<file path="config.mk">
export PLATFORM = sky130hd
export DESIGN_NAME = touch_frame_conditioner_unit
export DESIGN_NICKNAME = d
export VERILOG_FILES = /design/src/tfc_pkg.sv /design/src/tfc_frame_mem.sv /design/src/tfc_divider.sv /design/src/touch_frame_conditioner_unit.sv
export VERILOG_INCLUDE_DIRS = /design/src /design/src/src
export SDC_FILE = /design/constraint.sdc
export NUM_CORES = 2
export LEC_CHECK = 0
export ABC_AREA = 1
export BUFFER_PORTS_ARGS = -buffer_cell sky130_fd_sc_hd__buf_2
export CAP_MARGIN = 20
export CORE_ASPECT_RATIO = 0.75
export CORE_MARGIN = 2
export CORE_UTILIZATION = 45
export CTS_CLUSTER_DIAMETER = 150
export DETAILED_ROUTE_END_ITERATION = 6
export SLEW_MARGIN = 0
export SYNTH_ARGS = -nofsm -noshare
export SYNTH_HDL_FRONTEND = slang
export SYNTH_SLANG_ARGS = --single-unit
</file>
<file path="constraint.sdc">
create_clock -name clk -period 3.15 [get_ports clk]
set_input_delay 0.63 -clock clk [delete_from_list [all_inputs] [get_ports clk]]
set_output_delay 0.63 -clock clk [all_outputs]
set_load 0.1 [all_outputs]
</file>
<file path="src/touch_frame_conditioner_unit_macros.svh">
// Assertion macros for the touch frame conditioner.
// Included by RTL files that carry concurrent checks; no other dependencies.
`ifndef TOUCH_FRAME_CONDITIONER_UNIT_MACROS_SVH
`define TOUCH_FRAME_CONDITIONER_UNIT_MACROS_SVH
`ifndef NO_ASSERTIONS
`define TFC_ASSERT(lbl, clk, rst_n, prop, msg) \
    lbl: assert property (@(posedge clk) disable iff (!rst_n) prop) else $error(msg);
`define TFC_NEVER(lbl, clk, rst_n, cond, msg) \
    lbl: assert property (@(posedge clk) disable iff (!rst_n) !(cond)) else $error(msg);
`else
`define TFC_ASSERT(lbl, clk, rst_n, prop, msg)
`define TFC_NEVER(lbl, clk, rst_n, cond, msg)
`endif
`endif

</file>
<file path="src/tfc_pkg.sv">
// Shared types and constants for the touch frame conditioner.
// No dependencies; imported by every module of the block.
`default_nettype none
package tfc_pkg;

    localparam int DEFAULT_MAX_SENSORS = 64;
    localparam int SAMPLE_W            = 16;
    localparam int SENSOR_COUNT_W      = 7;
    localparam int INDEX_W             = 6;
    localparam int CFG_DATA_W          = 16;
    localparam int CFG_INDEX_W         = 1;
    localparam int DIV_STEPS           = 16;
    localparam int DIV_STEP_W          = 4;

    localparam logic [SENSOR_COUNT_W-1:0] SENSOR_COUNT_RESET = 7'd60;

    localparam logic [CFG_INDEX_W-1:0] REG_SENSOR_COUNT    = 1'd0;
    localparam logic [CFG_INDEX_W-1:0] REG_NOISE_THRESHOLD = 1'd1;

    typedef enum logic [2:0] {
        S_LOAD,
        S_SCAN,
        S_EMIT_RD,
        S_EMIT_START,
        S_EMIT_DIV
    } tfc_state_t;

    typedef struct packed {
        logic busy;
        logic done;
    } tfc_div_stat_t;

endpackage
`default_nettype wire

</file>
<file path="src/tfc_frame_mem.sv">
// Frame store: one write port, one read port with registered read data.
// Depends on tfc_pkg for the sample width.
`default_nettype none
module tfc_frame_mem
    import tfc_pkg::*;
#(
    parameter int DEPTH  = DEFAULT_MAX_SENSORS,
    parameter int ADDR_W = 6
)
(
    input  wire logic                clk,
    input  wire logic                we,
    input  wire logic [ADDR_W-1:0]   waddr,
    input  wire logic [SAMPLE_W-1:0] wdata,
    input  wire logic                re,
    input  wire logic [ADDR_W-1:0]   raddr,
    output logic      [SAMPLE_W-1:0] rdata
);

    logic [SAMPLE_W-1:0] mem [DEPTH];

    always_ff @(posedge clk)
    begin
        if (we)
        begin
            mem[waddr] <= wdata;
        end
    end

    always_ff @(posedge clk)
    begin
        if (re)
        begin
            rdata <= mem[raddr];
        end
    end

endmodule
`default_nettype wire

</file>
<file path="src/tfc_divider.sv">
// Restoring divider, one quotient bit per cycle: (dividend << 15) / divisor.
// Expects dividend <= divisor; depends on tfc_pkg.
`default_nettype none
module tfc_divider
    import tfc_pkg::*;
(
    input  wire logic                clk,
    input  wire logic                rst_n,
    input  wire logic                start,
    input  wire logic [SAMPLE_W-1:0] dividend,
    input  wire logic [SAMPLE_W-1:0] divisor,
    output logic      [SAMPLE_W-1:0] quotient,
    output tfc_div_stat_t            stat
);

    logic [SAMPLE_W:0]     rem_reg;
    logic [SAMPLE_W-1:0]   quot_reg;
    logic [SAMPLE_W-1:0]   dsr_reg;
    logic [DIV_STEP_W-1:0] step_reg;
    logic                  busy_reg;
    logic                  done_reg;

    logic              ge;
    logic [SAMPLE_W:0] diff;
    logic [SAMPLE_W:0] kept;

    always_comb
    begin
        diff = rem_reg - {1'b0, dsr_reg};
        ge   = rem_reg >= {1'b0, dsr_reg};
        kept = ge ? diff : rem_reg;
    end

    always_ff @(posedge clk or negedge rst_n)
    begin
        if (!rst_n)
        begin
            busy_reg <= 1'b0;
            done_reg <= 1'b0;
            step_reg <= '0;
        end
        else if (start)
        begin
            busy_reg <= 1'b1;
            done_reg <= 1'b0;
            step_reg <= '0;
        end
        else if (busy_reg)
        begin
            step_reg <= step_reg + 1'b1;
            if (step_reg == DIV_STEP_W'(DIV_STEPS - 1))
            begin
                busy_reg <= 1'b0;
                done_reg <= 1'b1;
            end
        end
    end

    always_ff @(posedge clk)
    begin
        if (start)
        begin
            rem_reg  <= {1'b0, dividend};
            dsr_reg  <= divisor;
            quot_reg <= '0;
        end
        else if (busy_reg)
        begin
            rem_reg  <= {kept[SAMPLE_W-1:0], 1'b0};
            quot_reg <= {quot_reg[SAMPLE_W-2:0], ge};
        end
    end

    assign quotient  = quot_reg;
    assign stat.busy = busy_reg;
    assign stat.done = done_reg;

endmodule
`default_nettype wire

</file>
<file path="src/touch_frame_conditioner_unit.sv">
// Touch frame conditioner, top level: sequencer, config registers, output register.
// Depends on tfc_pkg, tfc_frame_mem, tfc_divider and the assertion macro header.
//
// Usage:
//   sample channel (sample_valid/sample_ready): one 16-bit reading per word, in
//   sensor order. Each word is written into the frame store as it is accepted.
//   When the last reading of a frame arrives, the block scans the store for the
//   frame maximum, then emits one result word per sensor on the result channel
//   (result_valid/result_ready). Each result takes one store read, one divider
//   load, the bit-serial divider's run for the level field and one output load.
//   No samples are taken during the scan and emit phases; the next frame's
//   first sample is taken as soon as the last result sits in the output register.
//   A stalled receiver holds the current result and freezes the sequencer.
//   Reset: sensor_count = 60, touch floor = 0, held maximum and load
//   position cleared, no result pending. Store contents are undefined until
//   written. cfg_we writes register cfg_index (0: sensor_count, 1: touch
//   floor) at once; write only while the block is idle.
`default_nettype none
`include "touch_frame_conditioner_unit_macros.svh"
module touch_frame_conditioner_unit
    import tfc_pkg::*;
#(
    parameter int MAX_SENSORS = DEFAULT_MAX_SENSORS
)
(
    input  wire logic                   clk,
    input  wire logic                   rst_n,
    input  wire logic                   cfg_we,
    input  wire logic [CFG_INDEX_W-1:0] cfg_index,
    input  wire logic [CFG_DATA_W-1:0]  cfg_data,
    input  wire logic                   sample_valid,
    output logic                        sample_ready,
    input  wire logic [SAMPLE_W-1:0]    sample,
    output logic                        result_valid,
    input  wire logic                   result_ready,
    output logic      [INDEX_W-1:0]     sensor_index,
    output logic      [SAMPLE_W-1:0]    excess,
    output logic                        pressed,
    output logic      [SAMPLE_W-1:0]    level,
    output logic                        frame_touched,
    output logic                        last
);

    localparam int AW = (MAX_SENSORS > 1) ? $clog2(MAX_SENSORS) : 1;
    localparam int CW = $clog2(MAX_SENSORS + 1);

    tfc_state_t state_reg;
    tfc_state_t state_next;

    logic [SENSOR_COUNT_W-1:0] sensor_count_reg;
    logic [SAMPLE_W-1:0]       touch_floor_reg;
    logic [CW-1:0]             load_idx_reg;
    logic [CW-1:0]             frame_n_reg;
    logic [CW-1:0]             issue_reg;
    logic                      dv_reg;
    logic [SAMPLE_W-1:0]       frame_max_reg;
    logic [SAMPLE_W-1:0]       held_max_reg;
    logic [CW-1:0]             idx_reg;
    logic                      result_valid_reg;
    logic [SAMPLE_W-1:0]       excess_pend_reg;

    logic [CW-1:0]       n_eff;
    logic [CW-1:0]       pos;
    logic                pos_last;
    logic                scan_done;
    logic                idx_last;
    logic                mem_we;
    logic                mem_re;
    logic [AW-1:0]       mem_raddr;
    logic [SAMPLE_W-1:0] rd_data;
    logic                div_start;
    logic                out_load;
    logic [SAMPLE_W-1:0] quotient;
    tfc_div_stat_t       div_stat;
    logic [SAMPLE_W-1:0] excess_calc;

    always_comb
    begin
        if (sensor_count_reg == '0)
        begin
            n_eff = CW'(1);
        end
        else if (sensor_count_reg > SENSOR_COUNT_W'(MAX_SENSORS))
        begin
            n_eff = CW'(MAX_SENSORS);
        end
        else
        begin
            n_eff = CW'(sensor_count_reg);
        end
        pos         = (load_idx_reg >= CW'(MAX_SENSORS)) ? CW'(MAX_SENSORS - 1) : load_idx_reg;
        pos_last    = (pos + 1'b1) >= n_eff;
        scan_done   = (issue_reg == frame_n_reg) && !dv_reg;
        idx_last    = idx_reg == (frame_n_reg - 1'b1);
        excess_calc = (rd_data > touch_floor_reg) ? (rd_data - touch_floor_reg) : '0;
    end

    // next state
    always_comb
    begin
        state_next = state_reg;
        unique case (state_reg)
            S_LOAD:
            begin
                if (sample_valid && pos_last)
                begin
                    state_next = S_SCAN;
                end
            end
            S_SCAN:
            begin
                if (scan_done)
                begin
                    state_next = S_EMIT_RD;
                end
            end
            S_EMIT_RD:
            begin
                state_next = S_EMIT_START;
            end
            S_EMIT_START:
            begin
                state_next = S_EMIT_DIV;
            end
            S_EMIT_DIV:
            begin
                if (out_load)
                begin
                    state_next = idx_last ? S_LOAD : S_EMIT_RD;
                end
            end
            default:
            begin
                state_next = S_LOAD;
            end
        endcase
    end

    // control outputs
    always_comb
    begin
        sample_ready = 1'b0;
        mem_we       = 1'b0;
        mem_re       = 1'b0;
        mem_raddr    = idx_reg[AW-1:0];
        div_start    = 1'b0;
        out_load     = 1'b0;
        unique case (state_reg)
            S_LOAD:
            begin
                sample_ready = 1'b1;
                mem_we       = sample_valid;
            end
            S_SCAN:
            begin
                mem_re    = issue_reg < frame_n_reg;
                mem_raddr = issue_reg[AW-1:0];
            end
            S_EMIT_RD:
            begin
                mem_re = 1'b1;
            end
            S_EMIT_START:
            begin
                div_start = 1'b1;
            end
            S_EMIT_DIV:
            begin
                out_load = div_stat.done && (!result_valid_reg || result_ready);
            end
            default:
            begin
                sample_ready = 1'b0;
            end
        endcase
    end

    always_ff @(posedge clk or negedge rst_n)
    begin
        if (!rst_n)
        begin
            state_reg           <= S_LOAD;
            sensor_count_reg    <= SENSOR_COUNT_RESET;
            touch_floor_reg     <= '0;
            load_idx_reg        <= '0;
            frame_n_reg         <= CW'(1);
            issue_reg           <= '0;
            dv_reg              <= 1'b0;
            frame_max_reg       <= '0;
            held_max_reg        <= '0;
            idx_reg             <= '0;
            result_valid_reg    <= 1'b0;
        end
        else
        begin
            state_reg <= state_next;
            if (cfg_we)
            begin
                unique case (cfg_index)
                    REG_SENSOR_COUNT:    sensor_count_reg    <= cfg_data[SENSOR_COUNT_W-1:0];
                    REG_NOISE_THRESHOLD: touch_floor_reg     <= cfg_data[SAMPLE_W-1:0];
                    default:             sensor_count_reg    <= sensor_count_reg;
                endcase
            end
            if (mem_we)
            begin
                load_idx_reg <= pos_last ? '0 : (pos + 1'b1);
                if (pos_last)
                begin
                    frame_n_reg   <= n_eff;
                    issue_reg     <= '0;
                    dv_reg        <= 1'b0;
                    frame_max_reg <= '0;
                end
            end
            if (state_reg == S_SCAN)
            begin
                issue_reg <= issue_reg + CW'(mem_re);
                dv_reg    <= mem_re;
                if (dv_reg && (rd_data > frame_max_reg))
                begin
                    frame_max_reg <= rd_data;
                end
                if (scan_done)
                begin
                    idx_reg <= '0;
                    if (frame_max_reg > held_max_reg)
                    begin
                        held_max_reg <= frame_max_reg;
                    end
                end
            end
            if (out_load)
            begin
                result_valid_reg <= 1'b1;
                idx_reg          <= idx_reg + 1'b1;
            end
            else if (result_ready)
            begin
                result_valid_reg <= 1'b0;
            end
        end
    end

    always_ff @(posedge clk)
    begin
        if (div_start)
        begin
            excess_pend_reg <= excess_calc;
        end
        if (out_load)
        begin
            sensor_index  <= INDEX_W'(idx_reg);
            excess        <= excess_pend_reg;
            pressed       <= |excess_pend_reg;
            level         <= ((|excess_pend_reg) && (|held_max_reg)) ? quotient : '0;
            frame_touched <= |frame_max_reg;
            last          <= idx_last;
        end
    end

    assign result_valid = result_valid_reg;

    tfc_frame_mem #(
        .DEPTH  (MAX_SENSORS),
        .ADDR_W (AW)
    ) u_mem (
        .clk   (clk),
        .we    (mem_we),
        .waddr (pos[AW-1:0]),
        .wdata (sample),
        .re    (mem_re),
        .raddr (mem_raddr),
        .rdata (rd_data)
    );

    tfc_divider u_div (
        .clk      (clk),
        .rst_n    (rst_n),
        .start    (div_start),
        .dividend (rd_data),
        .divisor  (held_max_reg),
        .quotient (quotient),
        .stat     (div_stat)
    );

    `TFC_ASSERT(a_held_max_grows, clk, rst_n, held_max_reg >= $past(held_max_reg), "held maximum decreased")
    `TFC_NEVER(a_start_while_busy, clk, rst_n, div_start && div_stat.busy, "divider restarted while busy")
    `TFC_ASSERT(a_level_range, clk, rst_n, result_valid && pressed |-> level <= 16'h8000, "level above one")
    `TFC_ASSERT(a_level_unpressed, clk, rst_n, result_valid && !pressed |-> level == '0, "level set on an unpressed sensor")
    `TFC_ASSERT(a_last_index, clk, rst_n, out_load && idx_last |=> state_reg == S_LOAD && load_idx_reg == '0, "frame end without return to load")

endmodule
`default_nettype wire
</file>
==> metrics.md <==
| Metric | Value |
|---|---|
| Status | completed |
| DIE AREA | 0.127 mm² |
| # IOs | 81 |
| CP required | 3600 ps |
| Crit path max-delay family | simple AND/OR/NAND/NOR gates |
| Total CTS buffers | 119 |
| CP max stage cell | dfrtp_1 |
| Via count | 39291 |
| Vias per cell | 5.27 |
| Core Box Area | 0.122 mm² |
| VDD IR-drop max | 0.709 mV |
| Skew-Pair Late Insertion Delay | 750 ps |
| Gr ovfl total | 0 |
| Final wirelength | 156000 µm |
| First-pass GRT wire length | 234000 µm |
| CTS H-Tree Depth | 3 |
| Longest Clk Path Bufs | 3 |
| Setup crit end | u_mem.rdata[0]$_DFFE_PN_ |
| R2R Path End | u_mem.rdata[0]$_DFFE_PN_ |
| Multi-input logic area | 0.0142 mm² |
| Reg area | 0.0366 mm² |
| Hold Path Class | in2reg |
| Pwr Density | 917 mW/mm² |
| Hold Crit Start | result_ready |
| Die height | 309 µm |
| # fillers | 10909 |
| Post-Synthesis Cells | 5538 |
| Clock Skews | 33.4 ps |
| CP cell instances | inv_2 -> nand4_1 -> nand2_8 -> buf_12 -> buf_4 -> nand2_1 -> nand3_1 -> nand3_1 -> nand3_1 -> nand3_1 -> nand3_1 -> nand2_1 |
| TritonCTS clock tree | done |
| Endpoints failing hold | 0 |
| Largest net degree at the start of global routing | 88 |
| EDFF count, synth | 1129 |
| Initial Util | 45.5% |
| Dpl hpwl | 98100 µm |
| CP most frequent cell | nand3_1 |
| Postcts setup bufs | 0 |
| RSZ-0062 raised after global routing | false |
| Slew of the pin with the lowest slew margin | 1010 ps |
| Clock root cell | clkbuf_16 |
| Crit path buf inv count | 3 |
| Max Slew Vio Count | 0 |
| Number of distinct library cells after synthesis | 46 |
| Mapped Nets | 5662 |
| Final setup fails | 0 |
| Period utilization | 97.4% |
| GRT Total Usage | 24.5% |
| Fin crit period | 3070 ps |
| Lkg Pwr | 26.9 nW |
| Kind of critical path | reg2reg |
| Clk pin slew, worst setup/hold paths | 70 ps |
| Crit path from | state_reg[2]$_DFFE_PN0P_ |
| R2r setup slk | 80 ps |
| Die width | 410 µm |
| Delay of the slowest cell on the worst path | 420 ps |
| Yosys warnings | 0 |
| Crit path depth | 12 |
| Nature of the critical path endpoint | register |
| Top_reg_cell synth | edfxtp_1 |
| Initial DRC Count | 4835 |
| #FFs+latches synth | 1240 |
| Largest register FFs | 1024 |
| Register-to-Register Path Depth | 12 |
| Sequential-to-total area share from yosys stat | 65.7% |
| Max Cap Violations | 0 |
| Vias in the first global route | 36554 |
| Relative slew slack | 32.2% |
| CP arrival | 3520 ps |
| RePlAce Congestion | 0.896 |
| R2r startpoint | state_reg[2]$_DFFE_PN0P_ |
| Ys async rst share | 7.58% |
| Drt pass-1 iters | 5 |
| Initial antenna violation count | 5 |
| Crit path launch type | register |
| Total power | 58.2 mW |
| Mapped cell area | 0.0557 mm² |
| Synthesized area per cell | 10.1 µm² |
| Nets | 5840 |
| Residual DRC | 0 |
| PortBufs | 80 |
| Clk sink count | 1240 |
| CP max FO | 66 |
| Cell Rows | 111 |
| WL/cell | 20.9 µm |
| Max Fclk | 0.326 GHz |
| Final ANT Viol Nets | 0 |
| Share of post-route cells with drive strength above 1 | 8.78% |
| Final core occ | 51.8% |
| Area growth, synth to finish | 13.8% |
==> layout make-up <==
class / count / area share [%]
Antenna cell: 3 / 0.0118
Timing Repair Buffer: 304 / 4.34
Multi-Input combinational cell: 3028 / 22.4
Clock inverter: 71 / 1.22
Clock buffer: 153 / 5.04
Inverter: 1023 / 6.05
Sequential cell: 1240 / 57.7
Tap cell: 1638 / 3.23
==> report_power, final <==
group | leakage [nW] | switching (mW) | total (mW) | internal, mW
clock network | 1.94 | 6.36 | 14.8 | 8.40
logic | 13.5 | 15.8 | 23.1 | 7.35
registers | 11.5 | 0.995 | 20.3 | 19.3
total | 26.9 | 23.1 | 58.2 | 35.1
==> stage by stage <==
step | area (µm²) | std cells | hold slack (ps) | setup WS (ps) | setup TNS (ps)
floorplan | 55800 | 5538 | 334 | 87.6 | 0
global placement | 59400 | 7232 | 439 | 41.2 | 0
detailed placement | 59400 | 7232 | 434 | -26.2 | -26.2
CTS | 63400 | 7457 | 60.6 | 97.8 | 0
global route | 63500 | 7457 | 104 | 9.21 | 0
finish | 63500 | 7460 | 107 | 81.0 | 0
==> cells in the final DEF, fill, tap and decap left out, drive strengths merged, types with 6 or more instances in the layout <==
master / count
a21oi: 76
buf: 303
clkinv: 49
o211ai: 6
ha: 84
bufinv: 15
xor2: 17
dfxtp: 17
nand2: 1462
clkbuf: 153
edfxtp: 1129
nand3b: 18
dfrtp: 89
o22ai: 7
xnor2: 14
nand4: 16
nor3: 16
nand3: 968
a22oi: 16
nor4: 10
o21ai: 111
inv: 1026
nor2: 176
==> synthesized netlist by cell type (all sizes together) (7+ instances only) <==
master | n | area share (%)
nand2 | 1462 | 9.8
edfxtp | 1129 | 61
inv | 1023 | 6.9
nand3 | 968 | 8.7
buf | 189 | 1.7
nor2 | 176 | 1.2
o21ai | 111 | 1.0
dfrtp | 89 | 4.0
ha | 84 | 1.9
a21oi | 76 | 0.70
clkbuf | 58 | 0.39
nand3b | 18 | 0.24
dfxtp | 17 | 0.61
xor2 | 17 | 0.27
a22oi | 16 | 0.22
nand4 | 16 | 0.18
nor3 | 16 | 0.14
xnor2 | 14 | 0.22
nor4 | 10 | 0.11
o22ai | 7 | 0.079
==> per-layer routing <==
layer / wire length [µm] / global-route usage [%] / vias up
li1: - / - / 18486
met1: 71900 / 38.6 / 18916
met2: 66000 / 35.1 / 1663
met3: 14600 / 4.13 / 224
met4: 3520 / 5.88 / 2
met5: 13 / 0 / -
==> kinds of logic after synthesis <==
| logic type | after synthesis | synth area share (%) |
|---|---|---|
| xor gates and xnor gates | 31 | 0.487 |
| adders and majority gates | 86 | 1.96 |
| and+or+nand+nor | 2673 | 20.5 |
| buffers and inverters | 1270 | 9.02 |
| AOI/OAI and AO/OA | 238 | 2.39 |
| DFF | 1240 | 65.7 |
==> worst min-delay path by stage <==
stage	to	slack, ps	cells after the start
after floorplan	dv_reg$_DFFE_PN0P_	330	0
after global placement	u_div.quotient[1]$_SDFFE_PP0P_	440	2
after detailed placement	excess[1]$_DFFE_PP_	430	0
after CTS	result_valid$_DFFE_PN0P_	60	2
after global routing	result_valid$_DFFE_PN0P_	100	2
final	result_valid$_DFFE_PN0P_	110	2
==> timing repair <==
item                                    in CTS  in global routing
endpoints found under the setup margin       1                  3
endpoints found under the hold margin       32                  0
resized for setup                            1                  6
pin swaps                                    0                  0
hold buffers                                 1                  0
Note: power is estimated with default switching activity, not from simulation.
